[config.mk]
export PLATFORM = sky130hd
export DESIGN_NAME = led_grid_two_wire_writer_unit
export DESIGN_NICKNAME = d
export VERILOG_FILES = /design/src/rtl/lgw_pkg.sv /design/src/rtl/led_grid_two_wire_writer_unit.sv /design/src/rtl/lgw_front.sv /design/src/rtl/lgw_queue.sv /design/src/rtl/lgw_back.sv
export SDC_FILE = /design/constraint.sdc
export NUM_CORES = 1
export LEC_CHECK = 0
export BUFFER_PORTS_ARGS = -buffer_cell sky130_fd_sc_hd__buf_2
export CORE_ASPECT_RATIO = 0.8
export CORE_MARGIN = 4
export CORE_UTILIZATION = 45
export DETAILED_ROUTE_END_ITERATION = 8
export GPL_ROUTABILITY_DRIVEN = 0
export PLACE_DENSITY = 0.61
export SETUP_SLACK_MARGIN = 0.5
export SLEW_MARGIN = 20
export SYNTH_ARGS = -nofsm -noshare
export SYNTH_HDL_FRONTEND = slang
export SYNTH_SLANG_ARGS = --single-unit
[constraint.sdc]
create_clock -name clk -period 5.9 [get_ports clk]
set_input_delay 0.295 -clock clk [delete_from_list [all_inputs] [get_ports clk]]
set_output_delay 0.295 -clock clk [all_outputs]
set_load 0.01 [all_outputs]
[src/rtl/lgw_pkg.sv]
// Shared types, codes and the seven-segment table for the two-wire LED grid writer.
package lgw_pkg;

  localparam logic [1:0] CMD_DIGIT = 2'd0;
  localparam logic [1:0] CMD_RAW   = 2'd1;
  localparam logic [1:0] CMD_INIT  = 2'd2;
  localparam logic [1:0] CMD_NONE  = 2'd3;

  localparam logic       CFG_DATA_CMD = 1'b0;
  localparam logic       CFG_DISP_CTL = 1'b1;

  localparam logic [7:0] DATA_CMD_RESET = 8'h44;
  localparam logic [7:0] DISP_CTL_RESET = 8'h8F;
  localparam logic [7:0] GRID_CMD_BASE  = 8'hC0;

  localparam logic [1:0] PART_START = 2'd0;
  localparam logic [1:0] PART_BYTE  = 2'd1;
  localparam logic [1:0] PART_STOP  = 2'd2;

  localparam logic [3:0] BIT_TRAIL  = 4'd8;

  // One queued run: a two-byte frame, or two one-byte frames for init
  typedef struct packed {
    logic       init;
    logic [7:0] b0;
    logic [7:0] b1;
  } desc_t;

  typedef struct packed {
    logic full;
    logic empty;
  } q_status_t;

  function automatic logic [7:0] seg_lookup(input logic [7:0] idx);
    logic [7:0] s;
    case (idx)
      8'd0:    s = 8'h3F;
      8'd1:    s = 8'h06;
      8'd2:    s = 8'h5B;
      8'd3:    s = 8'h4F;
      8'd4:    s = 8'h66;
      8'd5:    s = 8'h6D;
      8'd6:    s = 8'h7D;
      8'd7:    s = 8'h07;
      8'd8:    s = 8'h7F;
      8'd9:    s = 8'h6F;
      8'd10:   s = 8'hBF;
      8'd11:   s = 8'h86;
      8'd12:   s = 8'hDB;
      8'd13:   s = 8'hCF;
      8'd14:   s = 8'hE6;
      8'd15:   s = 8'hED;
      8'd16:   s = 8'hFD;
      8'd17:   s = 8'h87;
      8'd18:   s = 8'hFF;
      8'd19:   s = 8'hEF;
      default: s = 8'h00;
    endcase
    return s;
  endfunction

endpackage

[src/rtl/led_grid_two_wire_writer_unit.sv]
// Two-wire LED grid writer: command in, one pin state beat per cycle out unless stalled.
// An accepted command passes the queue, sequencer state and output register to the pins.
// Throughput: one beat per cycle unless pin_stall holds it; a digit or raw command gives
//   55 beats, init 60; the next run is popped on the final stop beat of the current run.
// Reset: queue emptied, sequencer idle, no beat shown; config bytes back to 0x44 and 0x8F.
module led_grid_two_wire_writer_unit
  import lgw_pkg::*;
(
  input  logic       clk,
  input  logic       rst,
  // config write port
  input  logic       cfg_we,
  input  logic       cfg_index,
  input  logic [7:0] cfg_data,
  // command channel
  input  logic       cmd_valid,
  output logic       cmd_stall,
  input  logic [1:0] command,
  input  logic [3:0] grid_address,
  input  logic [7:0] value,
  // pin state channel
  output logic       pin_valid,
  input  logic       pin_stall,
  output logic       clock_pin,
  output logic       data_pin,
  output logic       last
);

  logic      push;
  desc_t     push_desc;
  logic      pop;
  desc_t     head;
  q_status_t q_status;

  // Front only stalls when the queue is full; a meaningless command code
  // is taken and dropped without touching the queue.
  assign cmd_stall = q_status.full;

  lgw_front u_front (
    .clk          (clk),
    .rst          (rst),
    .cfg_we       (cfg_we),
    .cfg_index    (cfg_index),
    .cfg_data     (cfg_data),
    .cmd_valid    (cmd_valid),
    .command      (command),
    .grid_address (grid_address),
    .value        (value),
    .q_status     (q_status),
    .push         (push),
    .push_desc    (push_desc)
  );

  // Two runs of slack lets the front take the next command while the
  // back is still clocking out the current frame.
  lgw_queue u_queue (
    .clk       (clk),
    .rst       (rst),
    .push      (push),
    .push_desc (push_desc),
    .pop       (pop),
    .head      (head),
    .q_status  (q_status)
  );

  // Sequencer walks start, bytes (LSB first, three states a bit plus a
  // trailing low) and stop; the output register holds a shown beat while pin_stall is high.
  lgw_back u_back (
    .clk       (clk),
    .rst       (rst),
    .head      (head),
    .q_status  (q_status),
    .pop       (pop),
    .pin_stall (pin_stall),
    .pin_valid (pin_valid),
    .clock_pin (clock_pin),
    .data_pin  (data_pin),
    .last      (last)
  );

  a_queue_flags : assert property (@(posedge clk) disable iff (rst)
    !(q_status.full && q_status.empty))
    else $error("queue reports full and empty together");

  a_push_only_valid_cmd : assert property (@(posedge clk) disable iff (rst)
    push |-> (cmd_valid && !cmd_stall && (command != CMD_NONE)))
    else $error("queue written without a valid accepted command");

  a_no_pop_empty : assert property (@(posedge clk) disable iff (rst)
    pop |-> !q_status.empty)
    else $error("queue popped while empty");

  a_last_is_stop : assert property (@(posedge clk) disable iff (rst)
    (pin_valid && last) |-> (clock_pin && data_pin))
    else $error("last beat is not the end of a stop condition");

endmodule

[src/rtl/lgw_front.sv]
// Front end: config registers, command accept and frame byte set-up.
module lgw_front
  import lgw_pkg::*;
(
  input  logic       clk,
  input  logic       rst,
  input  logic       cfg_we,
  input  logic       cfg_index,
  input  logic [7:0] cfg_data,
  input  logic       cmd_valid,
  input  logic [1:0] command,
  input  logic [3:0] grid_address,
  input  logic [7:0] value,
  input  q_status_t  q_status,
  output logic       push,
  output desc_t      push_desc
);

  logic [7:0] data_cmd;
  logic [7:0] disp_ctl;
  logic       accept;

  always_ff @(posedge clk) begin
    if (rst) begin
      data_cmd <= DATA_CMD_RESET;
      disp_ctl <= DISP_CTL_RESET;
    end else if (cfg_we) begin
      case (cfg_index)
        CFG_DATA_CMD: data_cmd <= cfg_data;
        CFG_DISP_CTL: disp_ctl <= cfg_data;
        default: ;
      endcase
    end
  end

  assign accept = cmd_valid && !q_status.full;

  always_comb begin
    push_desc.init = 1'b0;
    push_desc.b0   = GRID_CMD_BASE + {4'd0, grid_address};
    push_desc.b1   = value;
    push           = 1'b0;
    case (command)
      CMD_DIGIT: begin
        push_desc.b1 = seg_lookup(value);
        push         = accept;
      end
      CMD_RAW: begin
        push = accept;
      end
      CMD_INIT: begin
        push_desc.init = 1'b1;
        push_desc.b0   = data_cmd;
        push_desc.b1   = disp_ctl;
        push           = accept;
      end
      default: ; // meaningless code: taken and dropped
    endcase
  end

endmodule

[src/rtl/lgw_queue.sv]
// Two-entry run queue between front end and pin sequencer.
module lgw_queue
  import lgw_pkg::*;
(
  input  logic      clk,
  input  logic      rst,
  input  logic      push,
  input  desc_t     push_desc,
  input  logic      pop,
  output desc_t     head,
  output q_status_t q_status
);

  desc_t      mem [2];
  logic       wr_ptr;
  logic       rd_ptr;
  logic [1:0] count;

  always_ff @(posedge clk) begin
    if (push) begin
      mem[wr_ptr] <= push_desc;
    end
  end

  always_ff @(posedge clk) begin
    if (rst) begin
      wr_ptr <= 1'b0;
      rd_ptr <= 1'b0;
      count  <= 2'd0;
    end else begin
      if (push) wr_ptr <= !wr_ptr;
      if (pop)  rd_ptr <= !rd_ptr;
      case ({push, pop})
        2'b10:   count <= count + 2'd1;
        2'b01:   count <= count - 2'd1;
        default: count <= count;
      endcase
    end
  end

  assign head           = mem[rd_ptr];
  assign q_status.full  = (count == 2'd2);
  assign q_status.empty = (count == 2'd0);

endmodule

[src/rtl/lgw_back.sv]
// Back end: pin state sequencer and output register.
module lgw_back
  import lgw_pkg::*;
(
  input  logic      clk,
  input  logic      rst,
  input  desc_t     head,
  input  q_status_t q_status,
  output logic      pop,
  input  logic      pin_stall,
  output logic      pin_valid,
  output logic      clock_pin,
  output logic      data_pin,
  output logic      last
);

  logic       busy, busy_next;
  logic [1:0] part, part_next;
  logic [1:0] sub, sub_next;
  logic [3:0] bitn, bitn_next;
  logic       byte_sel, byte_sel_next;
  logic       frame_sel, frame_sel_next;
  logic [7:0] sh, sh_next;
  logic       prev, prev_next;
  desc_t      d, d_next;

  logic       adv;
  logic       clk_s, dat_s, last_s;
  logic       run_done;

  assign adv = !pin_valid || !pin_stall;

  always_comb begin
    part_next      = part;
    sub_next       = sub;
    bitn_next      = bitn;
    byte_sel_next  = byte_sel;
    frame_sel_next = frame_sel;
    sh_next        = sh;
    prev_next      = prev;
    clk_s          = 1'b0;
    dat_s          = 1'b0;
    last_s         = 1'b0;
    run_done       = 1'b0;
    case (part)
      PART_START: begin
        clk_s = (sub != 2'd2);
        dat_s = (sub == 2'd0);
        if (sub == 2'd2) begin
          part_next     = PART_BYTE;
          sub_next      = 2'd0;
          bitn_next     = 4'd0;
          prev_next     = 1'b0;
          byte_sel_next = 1'b0;
          sh_next       = frame_sel ? d.b1 : d.b0;
        end else begin
          sub_next = sub + 2'd1;
        end
      end
      PART_BYTE: begin
        if (bitn == BIT_TRAIL) begin
          if (!d.init && !byte_sel) begin
            byte_sel_next = 1'b1;
            sh_next       = d.b1;
            bitn_next     = 4'd0;
            prev_next     = 1'b0;
          end else begin
            part_next = PART_STOP;
            sub_next  = 2'd0;
          end
        end else begin
          clk_s = (sub == 2'd2);
          dat_s = (sub == 2'd0) ? prev : sh[0];
          if (sub == 2'd2) begin
            prev_next = sh[0];
            sh_next   = {1'b0, sh[7:1]};
            bitn_next = bitn + 4'd1;
            sub_next  = 2'd0;
          end else begin
            sub_next = sub + 2'd1;
          end
        end
      end
      PART_STOP: begin
        clk_s = 1'b1;
        dat_s = (sub == 2'd1);
        if (sub == 2'd1) begin
          if (!d.init || frame_sel) begin
            last_s   = 1'b1;
            run_done = 1'b1;
          end else begin
            frame_sel_next = 1'b1;
            part_next      = PART_START;
            sub_next       = 2'd0;
          end
        end else begin
          sub_next = 2'd1;
        end
      end
      default: begin
        part_next = PART_START;
        sub_next  = 2'd0;
      end
    endcase

    pop       = 1'b0;
    busy_next = busy;
    d_next    = d;
    if (!busy || (adv && run_done)) begin
      busy_next = !q_status.empty;
      if (!q_status.empty) begin
        pop            = 1'b1;
        d_next         = head;
        part_next      = PART_START;
        sub_next       = 2'd0;
        frame_sel_next = 1'b0;
      end
    end
  end

  always_ff @(posedge clk) begin
    if (rst) begin
      busy      <= 1'b0;
      part      <= PART_START;
      sub       <= 2'd0;
      pin_valid <= 1'b0;
    end else begin
      if (!busy || adv) begin
        busy <= busy_next;
        part <= part_next;
        sub  <= sub_next;
      end
      if (adv) pin_valid <= busy;
    end
  end

  always_ff @(posedge clk) begin
    if (!busy || adv) begin
      bitn      <= bitn_next;
      byte_sel  <= byte_sel_next;
      frame_sel <= frame_sel_next;
      sh        <= sh_next;
      prev      <= prev_next;
      d         <= d_next;
    end
    if (adv) begin
      clock_pin <= clk_s;
      data_pin  <= dat_s;
      last      <= last_s;
    end
  end

endmodule

Word level (Yosys, flattened, before mapping)
Memory sizes are Yosys's and may differ from the RTL's. A register that Yosys moved wholly into a read port is not among the register bits.
Index checks and enable logic that the tools add are counted.
- mux-type cells: 57
- reduce and logical (&&, ||, !) cells: 30
- bitwise gates (word level): 2
- add/sub/neg operators: 5
- equality and inequality tests: 16
- operator list (operator ; count):
    8-bit two-way mux ; 6
    8-bit case mux with 2 select lines ; 2
    2-bit two-way mux ; 14
    1-bit two-way mux ; 22
    4-bit two-way mux ; 4
    2-bit case mux with 3 select lines ; 2
    2-bit == test (second input constant) ; 5
    5-bit AND reduction ; 2
    1-bit zero test ; 9
    9-bit two-way mux ; 1
    7-bit by 5-bit adder with 8-bit output (first input constant) ; 1
    2-bit by 1-bit == test with 1-bit output (second input constant) ; 4
    2-bit zero test ; 4
    4-bit case mux with 2 select lines ; 1
    2-bit by 1-bit != test with 1-bit output (second input constant) ; 3
    1-bit case mux with 3 select lines ; 2
    2-bit AND reduction ; 3
    2-bit by 1-bit adder with 2-bit output (second input constant) ; 2
    4-bit by 1-bit adder with 4-bit output (second input constant) ; 1
    4-bit == test (second input constant) ; 1
    1-bit logical OR ; 4
    1-bit case mux with 2 select lines ; 2
    2-bit case mux with 2 select lines ; 1
    2-bit nonzero test ; 2
    other kinds (9) ; 12
- memories kept: 2
- bits in writable memories: 34
- output and inout port bits: 5
- ROM bits: 256
- register bits after elaboration: 44
- memory list (name ; words ; bits a word ; rd ports ; clocked after memory_dff ; write ports ; line ; source):
    (name not given) ; 32 ; 8 ; 1 ; 0 ; 0 ; lgw_pkg.sv:36 ; case (idx)
    u_queue.mem ; 2 ; 17 ; 1 ; 1 ; 1 ; lgw_queue.sv:14 ; desc_t mem [2];

Logic depth before layout (Yosys ltp)
Gate-level depths: netlist of the first run.
- depth in word-level cells: 10
- depth in mapped cells: 9
- depth with buffers taken out: 8

Cells and area by module
Synthesis of the first run repeated with hierarchy kept, for this count alone.
- cell total of the unflattened synthesis: 380
- area, all modules: 4475.5 sq um
- by module, submodules not included (module ; area each (sq um) ; instances ; seq. area each (sq um) ; cells each):
    lgw_back ; 1850.5 ; 1 ; 1171.1 ; 147
    lgw_queue ; 1427.6 ; 1 ; 1121.1 ; 75
    lgw_front ; 1197.4 ; 1 ; 320.3 ; 158

Worst setup path before layout of the first run
OpenSTA, ideal clock, no wires.
- kind: flip-flop to flip-flop
- start point: register u_back.bitn[0]
- end point: register u_back.bitn[0] (enable)
- setup time: 456 ps
- clock period less this slack: 3789 ps
- data arrival time: 3333 ps
- path buffers: 1
- cell stages (with the launch flop): 8
- data required time: 5444 ps
- setup slack: 2111 ps
- cells stage by stage: edfxtp_1 > inv_1 > ha_1 > and3b_1 > buf_2 > o21ai_1 > a21oi_1 > a2111oi_0
- longest elaborated chain between the ends: 3
- elaborated cells between the ends (all ways): 4
- classes of those cells: 3 x eq/ne; 1 x reduce/logical
- ends and longest elaborated chain (element ; line ; source):
    start, declared ; lgw_back.sv:20 ; logic [3:0] bitn, bitn_next;
    start signal, assigned ; lgw_back.sv:139 ; bitn <= bitn_next;
    4-bit == test (*) ; lgw_back.sv:61 ; if (bitn == BIT_TRAIL) begin
    3-bit != test (no source line) / 3-bit by 1-bit != test with 1-bit output (equally long branches) ; - ;
    5-bit AND reduction (no source line) (*) ; - ;
Mark *: on every way between the ends. The rest lies on a longest branch, timed or not.
A chain may end at the register's enable or synchronous reset.

Worst setup path in the final report of the first run
- start point: register u_back.part[1]
- end point: register u_queue.count[1]
- longest elaborated chain between the ends: 7
- elaborated cells between the ends (all ways): 9
- classes of those cells: 3 x eq/ne; 3 x mux; 3 x reduce/logical
- ends and longest elaborated chain (element ; line ; source):
    start, declared ; lgw_back.sv:18 ; logic [1:0] part, part_next;
    start signal, assigned ; lgw_back.sv:130 ; part <= part_next;
    2-bit == test (*) ; lgw_back.sv:45 ; case (part)
    1-bit two-way mux (*) ; lgw_back.sv:45 ;
    1-bit logical AND (*) ; lgw_back.sv:109 ; if (!busy || (adv && run_done)) begin
    1-bit logical OR (*) ; lgw_back.sv:109 ;
    1-bit two-way mux (*) ; lgw_back.sv:109 ;
    net pop ; led_grid_two_wire_writer_unit.sv:31 ; logic pop;
    2-bit by 1-bit == test with 1-bit output / 2-bit == test (equally long branches) ; lgw_queue.sv:33 ; case ({push, pop})
    2-bit case mux with 2 select lines / 2-bit nonzero test (equally long branches) ; - ;
    end signal, assigned ; lgw_queue.sv:34 ; 2'b10: count <= count + 2'd1;
    end signal, assigned ; lgw_queue.sv:35 ; 2'b01: count <= count - 2'd1;
    end signal, assigned ; lgw_queue.sv:36 ; default: count <= count;
    end, declared ; lgw_queue.sv:17 ; logic [1:0] count;
Mark *: on every way through the listed nets, which the timed path passes. The rest lies on a longest branch.

==> reports/summary.log, run 1 <==
INFO  outcome        status=finished, final reports clean
INFO  sta            rsz0062_at_grt=no
INFO  final_layout   area_of_combinational_cells_with_multiple_inputs=1580um^2
INFO  power_and_ir_drop clock_power_share=0.303
INFO  placed_design  dp_worst_setup_slack=3750ps
INFO  detailed_routing initialDrtViolationCount=155
INFO  clock_network  post_cts_resized=0
INFO  final_layout   layoutNonFillerInstCount=527
INFO  yosys          synthesized_flop_and_latch_total=95
INFO  flow_run       drv.max_cap_violation_count=0
INFO  sta            final.period_utilization=0.372
INFO  yosys          netlist_area=4320um^2
INFO  detailed_routing wire_per_inst=15.9um
INFO  clock_network  cts_hold_buffers=0
INFO  sta            relSlewSlack=0.381
INFO  yosys          synth-edff-count=69
INFO  yosys          synth_cells=384
INFO  floorplanning  floorplan.initialDensity=0.470
INFO  power_and_ir_drop irDropWorstVdd=0.247mV
INFO  sta            maximum_clock_skew_at_final_layout=6.37ps
INFO  sta            setup_viol_count_final=0
INFO  floorplanning  fp.coreArea=9190um^2
INFO  yosys          synth_seq_area_share=0.600
INFO  clock_network  numCtsBuffers=9
INFO  placed_design  placed_area=4560um^2
INFO  clock_network  cts_clk_pin_slew_worst_paths=60ps
INFO  final_layout   syn2layout_area_growth=13.3%
INFO  clock_network  clock_sinks=95
INFO  floorplanning  io_pins=33
INFO  detailed_routing routed-via-count=2820
INFO  setup_path     critPathMaxStageDelay=650ps
INFO  grt            via_count_of_the_first_global_routing_pass=2587
INFO  clock_network  cts_tree=done
INFO  setup_path     cp_slowest_cell=dfxtp_1
INFO  power_and_ir_drop comb_power_share=0.206
INFO  detailed_routing ant_nets=0
INFO  placed_design  buffer_ports.inserted=32
INFO  yosys          synth_warnings=0
INFO  detailed_routing routed_wl=8380um
INFO  detailed_routing post_drt_via_cell_ratio=5.35
INFO  yosys          adder_and_majority_gate_portion_of_the_synthesized_area=0.0260
INFO  setup_path     setup.worst_path.class=flop to flop
INFO  power_and_ir_drop totalPowerFinal=2.05mW
INFO  power_and_ir_drop power_frac_seq=0.490
INFO  yosys          synthesis.nets=421
INFO  power_and_ir_drop power.internal=1.48mW
INFO  clock_network  clk-insertion-delay-late=330ps
INFO  yosys          compound_gate_fraction_of_synth_area=0.110
INFO  yosys          muxShareOfSynthArea=0.0643
INFO  power_and_ir_drop netSwitchingPower=572uW
INFO  clock_network  post_cts_buffers=0
INFO  final_layout   finalNetCount=444
INFO  detailed_routing drtPass1Iterations=5
INFO  final_layout   regArea=2590um^2
INFO  setup_path     critical_path_arrival=2460ps
INFO  final_layout   insertedDiodeCount=0
INFO  floorplanning  die_w=118um
INFO  grt            global_route.usage.total=0.157
INFO  sta            fin_tns_setup=0ps
INFO  clock_network  max-clock-path-buffers=2
INFO  final_layout   final_core_util=0.533
INFO  clock_network  cts_max_level=3
INFO  sta            max_clock_freq=455MHz
INFO  yosys          synthDistinctLibCells=49
INFO  sta            timing.final.hold_violations=0
INFO  placed_design  hpwl=5910um
INFO  power_and_ir_drop switching_share=0.279
INFO  final_layout   final.fill_count=800
INFO  detailed_routing drc=0
INFO  setup_path     timing.critical_path.cells=nand4bb_4 > o31ai_4 > o21ai_4 > inv_4 > ha_1 > or3_1 > a21oi_1
INFO  sta            finalHoldWorstSlack=212ps
INFO  floorplanning  floorplan.die.height=95.7um
INFO  power_and_ir_drop power_density=419nW/um^2
INFO  power_and_ir_drop reported_leakage_power=1.82nW
INFO  yosys          synth_xor_xnor_area_share=0.0142
INFO  final_layout   stdcell_area=4900um^2
INFO  yosys          synthArstFlopShare=0
INFO  grt            grt_max_degree=21
INFO  placed_design  placed_cells=511
INFO  setup_path     critical_path_required=6160ps
INFO  yosys          synth-simple-area-share=0.150
INFO  yosys          main_combinational_cell_family_by_area_after_synthesis=simple AND/OR/NAND/NOR gates
INFO  setup_path     worst_setup_path_end_kind=flop
INFO  grt            gr_overflow_total=0
INFO  yosys          synth.avg_cell_area=11.3um^2
INFO  sta            final_critical_path_setup_slack=3700ps
INFO  floorplanning  design.die.area=11200um^2
INFO  sta            slew_violations=0
INFO  grt            grt_first_pass_wirelength=13600um
INFO  clock_network  clock_tree.root_cell=clkbuf_16
INFO  yosys          dominantRegCellSynth=edfxtp_1
INFO  sta            worstMarginPinSlew=927ps
INFO  grt            antenna_found_initial=0
INFO  floorplanning  rows=31
INFO  worst_hold_path hold_class=input pin to flop
INFO  final_layout   layout-drive-gt1-share=0.148
INFO  setup_path     critical_path_peak_fanout=14
INFO  sta            min_cycle_time_layout=2200ps
INFO  setup_path     worst_setup_path_start_kind=flop
[metal layers]
layer | up-vias | wire length (um) | GRT usage
li1 | 1428 | - | -
met1 | 1343 | 4500 | 0.236
met2 | 45 | 3530 | 0.222
met5 | - | 0 | 0
met4 | 0 | 27 | 0.0468
met3 | 4 | 321 | 0.0415
[logic make-up (layout without fill, tap and decap cells)]
logic type / after synthesis / count (layout)
buffers and inverters: 38 / 66
adder cells (fa/ha/maj): 9 / 9
XOR/XNOR: 7 / 7
AO/OA/AOI/OAI: 71 / 71
AND/OR/NAND/NOR: 139 / 139
multiplexers: 25 / 25
flip-flops: 95 / 95
[layout by cell type, fill, tap and decap left out, types with 2 or more instances in the layout]
| master | netlist | routed |
|---|---|---|
| o31ai_1 | 2 | 2 |
| nand2b_1 | 12 | 12 |
| xor2_1 | 3 | 3 |
| clkinv_2 | 0 | 2 |
| nand2_1 | 46 | 46 |
| dfxtp_1 | 26 | 26 |
| buf_4 | 1 | 3 |
| a31oi_1 | 4 | 4 |
| nor2_1 | 40 | 40 |
| and2_1 | 5 | 5 |
| nand3_1 | 19 | 19 |
| mux2i_1 | 3 | 3 |
| clkbuf_16 | 0 | 11 |
| o21ai_0 | 2 | 2 |
| xnor2_1 | 4 | 4 |
| o22ai_1 | 10 | 10 |
| o21ai_1 | 5 | 5 |
| o221ai_1 | 4 | 4 |
| a41oi_1 | 2 | 2 |
| nor2b_1 | 3 | 3 |
| nor3_1 | 7 | 7 |
| buf_2 | 5 | 32 |
| a221o_1 | 2 | 2 |
| a21oi_1 | 27 | 27 |
| inv_1 | 10 | 10 |
| a211oi_1 | 2 | 2 |
| edfxtp_1 | 69 | 69 |
| or3_1 | 2 | 2 |
| inv_2 | 4 | 4 |
| mux2_1 | 21 | 21 |
| ha_1 | 9 | 9 |
[layout make-up]
class	instances	share of cell area
Clock inverter	4	0.00971
Multi-Input combinational cell	251	0.323
Tap cell	115	0.0294
Timing Repair Buffer	35	0.0373
Clock buffer	12	0.0590
Sequential cell	95	0.530
Inverter	15	0.0120
[worst paths after layout]
check,endpoint,depth (start not counted),from,slack (ps)
max,u_queue.count[1],7,u_back.part[1],3700
min reg2reg,u_front.data_cmd[7],2,u_front.data_cmd[7],450
min,u_front.disp_ctl[2],3,cfg_data[2],210
max reg2reg,u_queue.count[1],7,u_back.part[1],3700
[power by group through the flow]
stage | Clock [mW] | Sequential (mW) | Combinational [mW]
after detailed placement | 0 | 1.02 | 0.423
after floorplan | 0 | 0.977 | 0.342
after global routing | 0.667 | 1.02 | 0.473
final | 0.622 | 1.01 | 0.423
after CTS | 0.637 | 1.01 | 0.427
after global placement | 0 | 1.02 | 0.419
[synth_stat cells (2+ instances only)]
cell type | count | area [um^2]
edfxtp_1 | 69 | 2070
nand2_1 | 46 | 173
nor2_1 | 40 | 150
a21oi_1 | 27 | 135
dfxtp_1 | 26 | 521
mux2_1 | 21 | 236
nand3_1 | 19 | 95.1
clkbuf_1 | 14 | 52.6
nand2b_1 | 12 | 75.1
inv_1 | 10 | 37.5
o22ai_1 | 10 | 62.6
ha_1 | 9 | 113
nor3_1 | 7 | 35.0
and2_1 | 5 | 31.3
buf_2 | 5 | 25.0
o21ai_1 | 5 | 25.0
a31oi_1 | 4 | 25.0
inv_2 | 4 | 15.0
o221ai_1 | 4 | 35.0
xnor2_1 | 4 | 35.0
buf_1 | 3 | 11.3
mux2i_1 | 3 | 30.0
nor2b_1 | 3 | 18.8
xor2_1 | 3 | 26.3
a211oi_1 | 2 | 15.0
a221o_1 | 2 | 20.0
a41oi_1 | 2 | 17.5
o21ai_0 | 2 | 10.0
o31ai_1 | 2 | 15.0
or3_1 | 2 | 12.5
[state kept, by name, summed over array words and instances, names as in the netlist, 2 cells and up]
register / flops
u_back.sh: 8
u_back.bitn: 4
u_queue.mem: 34
u_queue.count: 2
u_back.sub: 2
u_back.part: 2
u_front.disp_ctl: 8
u_front.data_cmd: 8
u_back.d: 17
[worst max-delay path: cells and delay by family (launching register included)]
family / cells / cell delay [ps]
AO/OA/AOI/OAI: 3 / 590
adder cells (fa/ha/maj): 1 / 250
buffers and inverters: 1 / 80
AND/OR/NAND/NOR: 2 / 550
flip-flops: 1 / 650
(Power assumes the default switching activity.)
==> inputs of run 2 (changes only) <==
- PLACE_DENSITY: 0.61 -> 0.63
- clock period: 5.9 -> 1.8 ns (I/O delays scaled with it)
==> reports/summary.log, run 2 (synthesis results as in run 1) <==
INFO  final_layout   layout-drive-gt1-share=0.322
INFO  placed_design  hpwl=5900um
INFO  sta            maximum_clock_skew_at_final_layout=11.4ps
INFO  final_layout   finalNetCount=486
INFO  final_layout   insertedDiodeCount=0
INFO  floorplanning  io_pins=33
INFO  sta            setup_viol_count_final=0
INFO  detailed_routing wire_per_inst=15.5um
INFO  clock_network  numCtsBuffers=9
INFO  detailed_routing routed_wl=8810um
INFO  sta            timing.final.hold_violations=0
INFO  clock_network  max-clock-path-buffers=2
INFO  setup_path     worst_setup_path_end_kind=flop
INFO  final_layout   max_reg_flops=34
INFO  floorplanning  floorplan.die.height=95.7um
INFO  placed_design  buffer_ports.inserted=32
INFO  final_layout   regArea=2600um^2
INFO  clock_network  cts_tree=done
INFO  grt            grt_first_pass_wirelength=14600um
INFO  sta            max_clock_freq=557MHz
INFO  final_layout   area_of_combinational_cells_with_multiple_inputs=1810um^2
INFO  clock_network  clk-insertion-delay-late=340ps
INFO  placed_design  placed_cells=534
INFO  final_layout   reg.largest.list=u_queue.mem: 34 flops, u_back.d: 17 flops
INFO  floorplanning  floorplan.initialDensity=0.470
INFO  clock_network  clock_sinks=95
INFO  power_and_ir_drop irDropWorstVdd=0.581mV
INFO  clock_network  clock_tree.root_cell=clkbuf_16
INFO  floorplanning  rows=31
INFO  grt            global_route.usage.total=0.163
INFO  final_layout   stdcell_area=5540um^2
INFO  power_and_ir_drop reported_leakage_power=2.07nW
INFO  setup_path     critical_path_peak_fanout=6
INFO  sta            rsz0062_at_grt=yes
INFO  final_layout   layout_common_cells=edfxtp_1, nand2_1, buf_2
INFO  detailed_routing post_drt_via_cell_ratio=5.37
INFO  sta            worstMarginPinSlew=469ps
INFO  floorplanning  die_w=118um
INFO  power_and_ir_drop power_density=1360nW/um^2
INFO  detailed_routing routed-via-count=3055
INFO  grt            grt_max_degree=20
INFO  final_layout   syn2layout_area_growth=28.1%
INFO  setup_path     worst_setup_path_start_kind=flop
INFO  sta            finalHoldWorstSlack=2.96ps
INFO  final_layout   final_core_util=0.602
INFO  sta            min_cycle_time_layout=1790ps
INFO  detailed_routing ant_nets=0
INFO  grt            via_count_of_the_first_global_routing_pass=2998
INFO  placed_design  placed_area=4890um^2
INFO  detailed_routing drtPass1Iterations=4
INFO  grt            gr_overflow_total=0
INFO  sta            final.period_utilization=0.997
INFO  outcome        status=finished, final reports clean
INFO  final_layout   largest-register=u_queue.mem
INFO  final_layout   mostFrequentLayoutCell=edfxtp_1
INFO  floorplanning  design.die.area=11200um^2
INFO  detailed_routing initialDrtViolationCount=108
INFO  sta            slew_violations=0
INFO  worst_hold_path hold_class=input pin to flop
INFO  sta            relSlewSlack=0.687
INFO  clock_network  cts_max_level=3
INFO  grt            antenna_found_initial=0
INFO  flow_run       drv.max_cap_violation_count=0
INFO  detailed_routing drc=0
INFO  final_layout   layoutNonFillerInstCount=569
INFO  setup_path     setup.worst_path.class=flop to flop
INFO  floorplanning  fp.coreArea=9190um^2
INFO  setup_path     critical_path_required=1850ps
INFO  clock_network  cts_clk_pin_slew_worst_paths=70ps
INFO  final_layout   final.fill_count=717
INFO  setup_path     critical_path_arrival=1850ps
## run 2: cell types whose count changed in the layout (fill, tap and decap cells not counted), sizes merged, moves of 2 or more
cell / change
buf: +36
clkbuf: -2
dlygate4sd3: +4
inv: +7
## run 2: worst paths after layout
path / startpoint / to / slack (ps) / depth (start not counted)
max: u_back.bitn[1] / u_back.sh[6] / 6 / 6
min: cfg_data[4] / u_front.data_cmd[4] / 3 / 3
max reg2reg: u_back.bitn[1] / u_back.sh[6] / 6 / 6
min reg2reg: u_front.data_cmd[5] / u_front.data_cmd[5] / 450 / 2
## run 2: worst max-delay path: stages (launching register included)
cell       delay [ps]
edfxtp_1          400
inv_1              70
ha_2              140
and3b_2           250
nor2_4             60
a2111oi_4         370
buf_4             220
## run 2: layout make-up
cell class                 instances  area share
tap                              115      0.0260
multi-input combinational        251       0.327
clock buffer                      10      0.0452
clock inverter                     6     0.00994
sequential                        95       0.469
timing repair inverter             2     0.00497
inverter                          15      0.0120
timing repair buffer              75       0.106
## run 2: power breakdown
group          switching, mW  internal [mW]
sequential             0.258           3.00
combinational           1.22           1.15
clock                  0.858           1.05
total                   2.33           5.21
## run 2: what timing repair did
item | in CTS | in global routing
buffers inserted | 8 | 4
gates resized for setup | 33 | 17
cloned | 3 | 0
setup endpoints to repair | 88 | 92
pin swaps | 18 | 6
hold buffers | 4 | 0
endpoints found under the hold margin | 5 | 0
## run 2: per-layer routing
layer  up-vias  global-route usage  share of wire
met1      1484               0.207           0.46
met4         0              0.0361         0.0092
met5         -                   0              0
met2        49               0.288           0.50
met3        10              0.0421          0.030
li1       1512                   -              -
## run 2: metrics by stage
step	TNS, ps	total power, mW	worst slack [ps]
6_report	0	7.54	5.81
5_1_grt	-1010	7.95	-75.3
4_1_cts	0	7.40	31.3
3_5_place_dp	-45.3	5.13	-6.24
3_3_place_gp	0	5.09	18.8
2_1_floorplan	-3140	4.52	-238
==> inputs of run 3 (changes only) <==
- BUFFER_PORTS_ARGS: -buffer_cell sky130_fd_sc_hd__buf_2 -> -buffer_cell sky130_fd_sc_hd__buf_4
- SYNTH_HIERARCHICAL: unset -> 1
==> reports/summary.log, run 3 <==
INFO  yosys          synth_top_cells_by_area=edfxtp_1, dfxtp_1, mux2_2, a21oi_1, nand2_1
INFO  clock_network  numCtsBuffers=9
INFO  sta            maximum_clock_skew_at_final_layout=5.52ps
INFO  placed_design  placed_cells=546
INFO  final_layout   syn2layout_area_growth=30.3%
INFO  yosys          synthDistinctLibCells=57
INFO  yosys          synth.top_cell.area_share=0.463
INFO  final_layout   layout-drive-gt1-share=0.357
INFO  power_and_ir_drop power.internal=5.40mW
INFO  sta            timing.final.hold_violations=0
INFO  yosys          netlist_top_cells_count=edfxtp_1, nand2_1, nor2_1
INFO  final_layout   layoutNonFillerInstCount=590
INFO  clock_network  clock_tree.root_cell=clkbuf_16
INFO  sta            min_cycle_time_layout=1740ps
INFO  yosys          synth-edff-count=69
INFO  yosys          post-synth-top-count-cell=edfxtp_1
INFO  final_layout   insertedDiodeCount=0
INFO  clock_network  clock_sinks=96
INFO  final_layout   max_reg_flops=34
INFO  power_and_ir_drop comb_power_share=0.355
INFO  clock_network  cts_tree=done
INFO  grt            grt_first_pass_wirelength=15000um
INFO  floorplanning  design.die.area=11600um^2
INFO  final_layout   final_core_util=0.602
INFO  floorplanning  floorplan.initialDensity=0.462
INFO  placed_design  hpwl=5970um
INFO  sta            finalHoldWorstSlack=20.7ps
INFO  grt            via_count_of_the_first_global_routing_pass=3136
INFO  grt            groute.layer.met3.usage=0.0396
INFO  yosys          synth_warnings=6
INFO  power_and_ir_drop switching_share=0.304
INFO  detailed_routing routed_wl=9310um
INFO  grt            gr_overflow_total=0
INFO  outcome        status=finished, final reports clean
INFO  grt            global_route.usage.total=0.163
INFO  setup_path     critical_path_required=2070ps
INFO  final_layout   mostFrequentLayoutCell=edfxtp_1
INFO  power_and_ir_drop power_density=1330nW/um^2
INFO  sta            max_clock_freq=575MHz
INFO  placed_design  buffer_ports.inserted=32
INFO  grt            grt_max_degree=31
INFO  power_and_ir_drop irDropWorstVdd=0.698mV
INFO  grt            grt_util_met2=0.277
INFO  setup_path     worst-r2r-setup-slack=60ps
INFO  floorplanning  die_w=120um
INFO  detailed_routing initialDrtViolationCount=218
INFO  setup_path     worstReg2RegEnd=u_queue/count[1]
INFO  yosys          synth_cells=380
INFO  sta            setup_viol_count_final=0
INFO  setup_path     critical_path_arrival=2010ps
INFO  sta            final_critical_path_setup_slack=61.1ps
INFO  power_and_ir_drop clock_power_share=0.225
INFO  floorplanning  floorplan.die.height=97.2um
INFO  final_layout   largest-register=u_queue/mem
INFO  worst_hold_path timing.hold.worst.start=cfg_data[0]
INFO  yosys          netlist_area=4480um^2
INFO  final_layout   layout_common_cells=edfxtp_1, buf_4, nand2_1
INFO  clock_network  clk-insertion-delay-late=340ps
INFO  yosys          synth_seq_area_share=0.584
INFO  setup_path     worst_setup_path_start_kind=flop
INFO  setup_path     crit_start=u_back/d[16]
INFO  detailed_routing wire_per_inst=15.8um
INFO  yosys          synthesis.nets=417
INFO  setup_path     critical_path_destination=u_queue/count[1]
INFO  clock_network  cts_clk_pin_slew_worst_paths=70ps
INFO  worst_hold_path hold_class=input pin to flop
INFO  yosys          synthesized_flop_and_latch_total=96
INFO  detailed_routing post_drt_via_cell_ratio=5.27
INFO  clock_network  cts_max_level=3
INFO  setup_path     setup.worst_path.class=flop to flop
INFO  floorplanning  fp.coreArea=9690um^2
INFO  detailed_routing drc=0
INFO  grt            grt_util_met1=0.203
INFO  sta            worstMarginPinSlew=521ps
INFO  setup_path     r2r.worst_path.cells=6
INFO  sta            final.period_utilization=0.966
INFO  grt            antenna_found_initial=0
INFO  floorplanning  rows=32
INFO  setup_path     critical_path.reg2reg.startpoint=u_back/d[16]
INFO  setup_path     worst_setup_path_end_kind=flop
INFO  final_layout   reg.largest.list=u_queue/mem: 34 flops, u_back/d: 17 flops
INFO  power_and_ir_drop reported_leakage_power=2.17nW
INFO  sta            slew_violations=0
INFO  power_and_ir_drop netSwitchingPower=2.36mW
INFO  flow_run       drv.max_cap_violation_count=0
INFO  yosys          synthArstFlopShare=0
INFO  placed_design  dp_worst_setup_slack=34.2ps
INFO  detailed_routing routed-via-count=3108
INFO  detailed_routing drtPass1Iterations=4
INFO  yosys          dominantRegCellSynth=edfxtp_1
INFO  final_layout   finalNetCount=486
INFO  sta            relSlewSlack=0.652
INFO  detailed_routing ant_nets=0
INFO  yosys          synth.avg_cell_area=11.8um^2
INFO  sta            rsz0062_at_grt=yes
INFO  setup_path     critical_path_peak_fanout=3
INFO  grt            grt_busiest_layer=met2
INFO  floorplanning  io_pins=33
INFO  power_and_ir_drop totalPowerFinal=7.75mW
INFO  yosys          synth_area_leader_cell=edfxtp_1
INFO  power_and_ir_drop power_frac_seq=0.420
INFO  clock_network  max-clock-path-buffers=2
==> run 3: changes by cell type in the layout (fill, tap and decap cells not counted), sizes merged, moves of 4 or more <==
cell	before	now
a211o	1	5
and3	1	8
nand2	46	37
nor3	7	2
nand3	19	6
nor2	40	35
inv	22	15
clkinv	1	5
nand3b	0	9
==> run 3: kinds of logic (layout without fill, tap and decap cells) <==
group,after synthesis,count (layout),synth area share
and+or+nand+nor,136,139,0.167
DFF,96,96,0.584
AOI/OAI and AO/OA,70,70,0.107
buffers and inverters,37,108,0.0386
muxes,25,25,0.0646
adders and majority gates,9,9,0.0252
xor gates and xnor gates,7,7,0.0137
==> run 3: worst max-delay path, cell delays in order (launching register included) <==
cell      delay [ps]
edfxtp_1         400
nor2b_4          150
o31a_4           340
nor2_4           110
ha_4             210
or3_1            340
a21oi_1          130
==> run 3: metrics by stage <==
step                TNS [ps]  cell area [um^2]
CTS                        0              5610
global placement           0              5020
floorplan               -799              4540
global route           -13.3              5830
detailed placement         0              5020
finish                     0              5830
==> run 3: how the worst min path moves through the flow <==
stage	endpoint	slack [ps]	depth (start not counted)
6_report	u_front/data_cmd[0]	20	3
4_1_cts	u_front/data_cmd[0]	8	3
5_1_grt	u_front/disp_ctl[5]	20	3
3_3_place_gp	u_front/data_cmd[6]	320	3
2_1_floorplan	u_queue/count[0]	150	1
3_5_place_dp	u_front/data_cmd[6]	330	3
==> run 3: power groups by stage <==
stage                     registers [mW]  logic, mW  clock network (mW)
after floorplan                     3.28       1.29                   0
after global placement              3.28       2.00                   0
after detailed placement            3.30       2.03                   0
after CTS                           3.26       2.41                1.78
after global routing                3.30       2.98                1.89
final                               3.26       2.75                1.75
==> run 3: area by class of cell <==
class	instances	area (um^2)
inverters	15	68.8
fillers	808	3860
well taps	136	170
clock inverters	6	43.8
flip-flops and latches	96	2620
clock buffers	10	229
multi-input cells	250	1960
repair buffers	77	749
==> run 3: what timing repair did <==
action | in CTS | in global routing
hold endpoints to repair | 6 | 0
buffers inserted | 11 | 5
hold buffers | 6 | 0
pin swaps | 20 | 9
cloned | 5 | 1
resized for setup | 27 | 31
endpoints found under the setup margin | 89 | 91
==> run 3: per-layer routing <==
metal / vias to the layer above / routed length [um]
met4: 0 / 194
met2: 73 / 4700
met5: - / 0
li1: 1518 / -
met1: 1500 / 4080
met3: 17 / 340
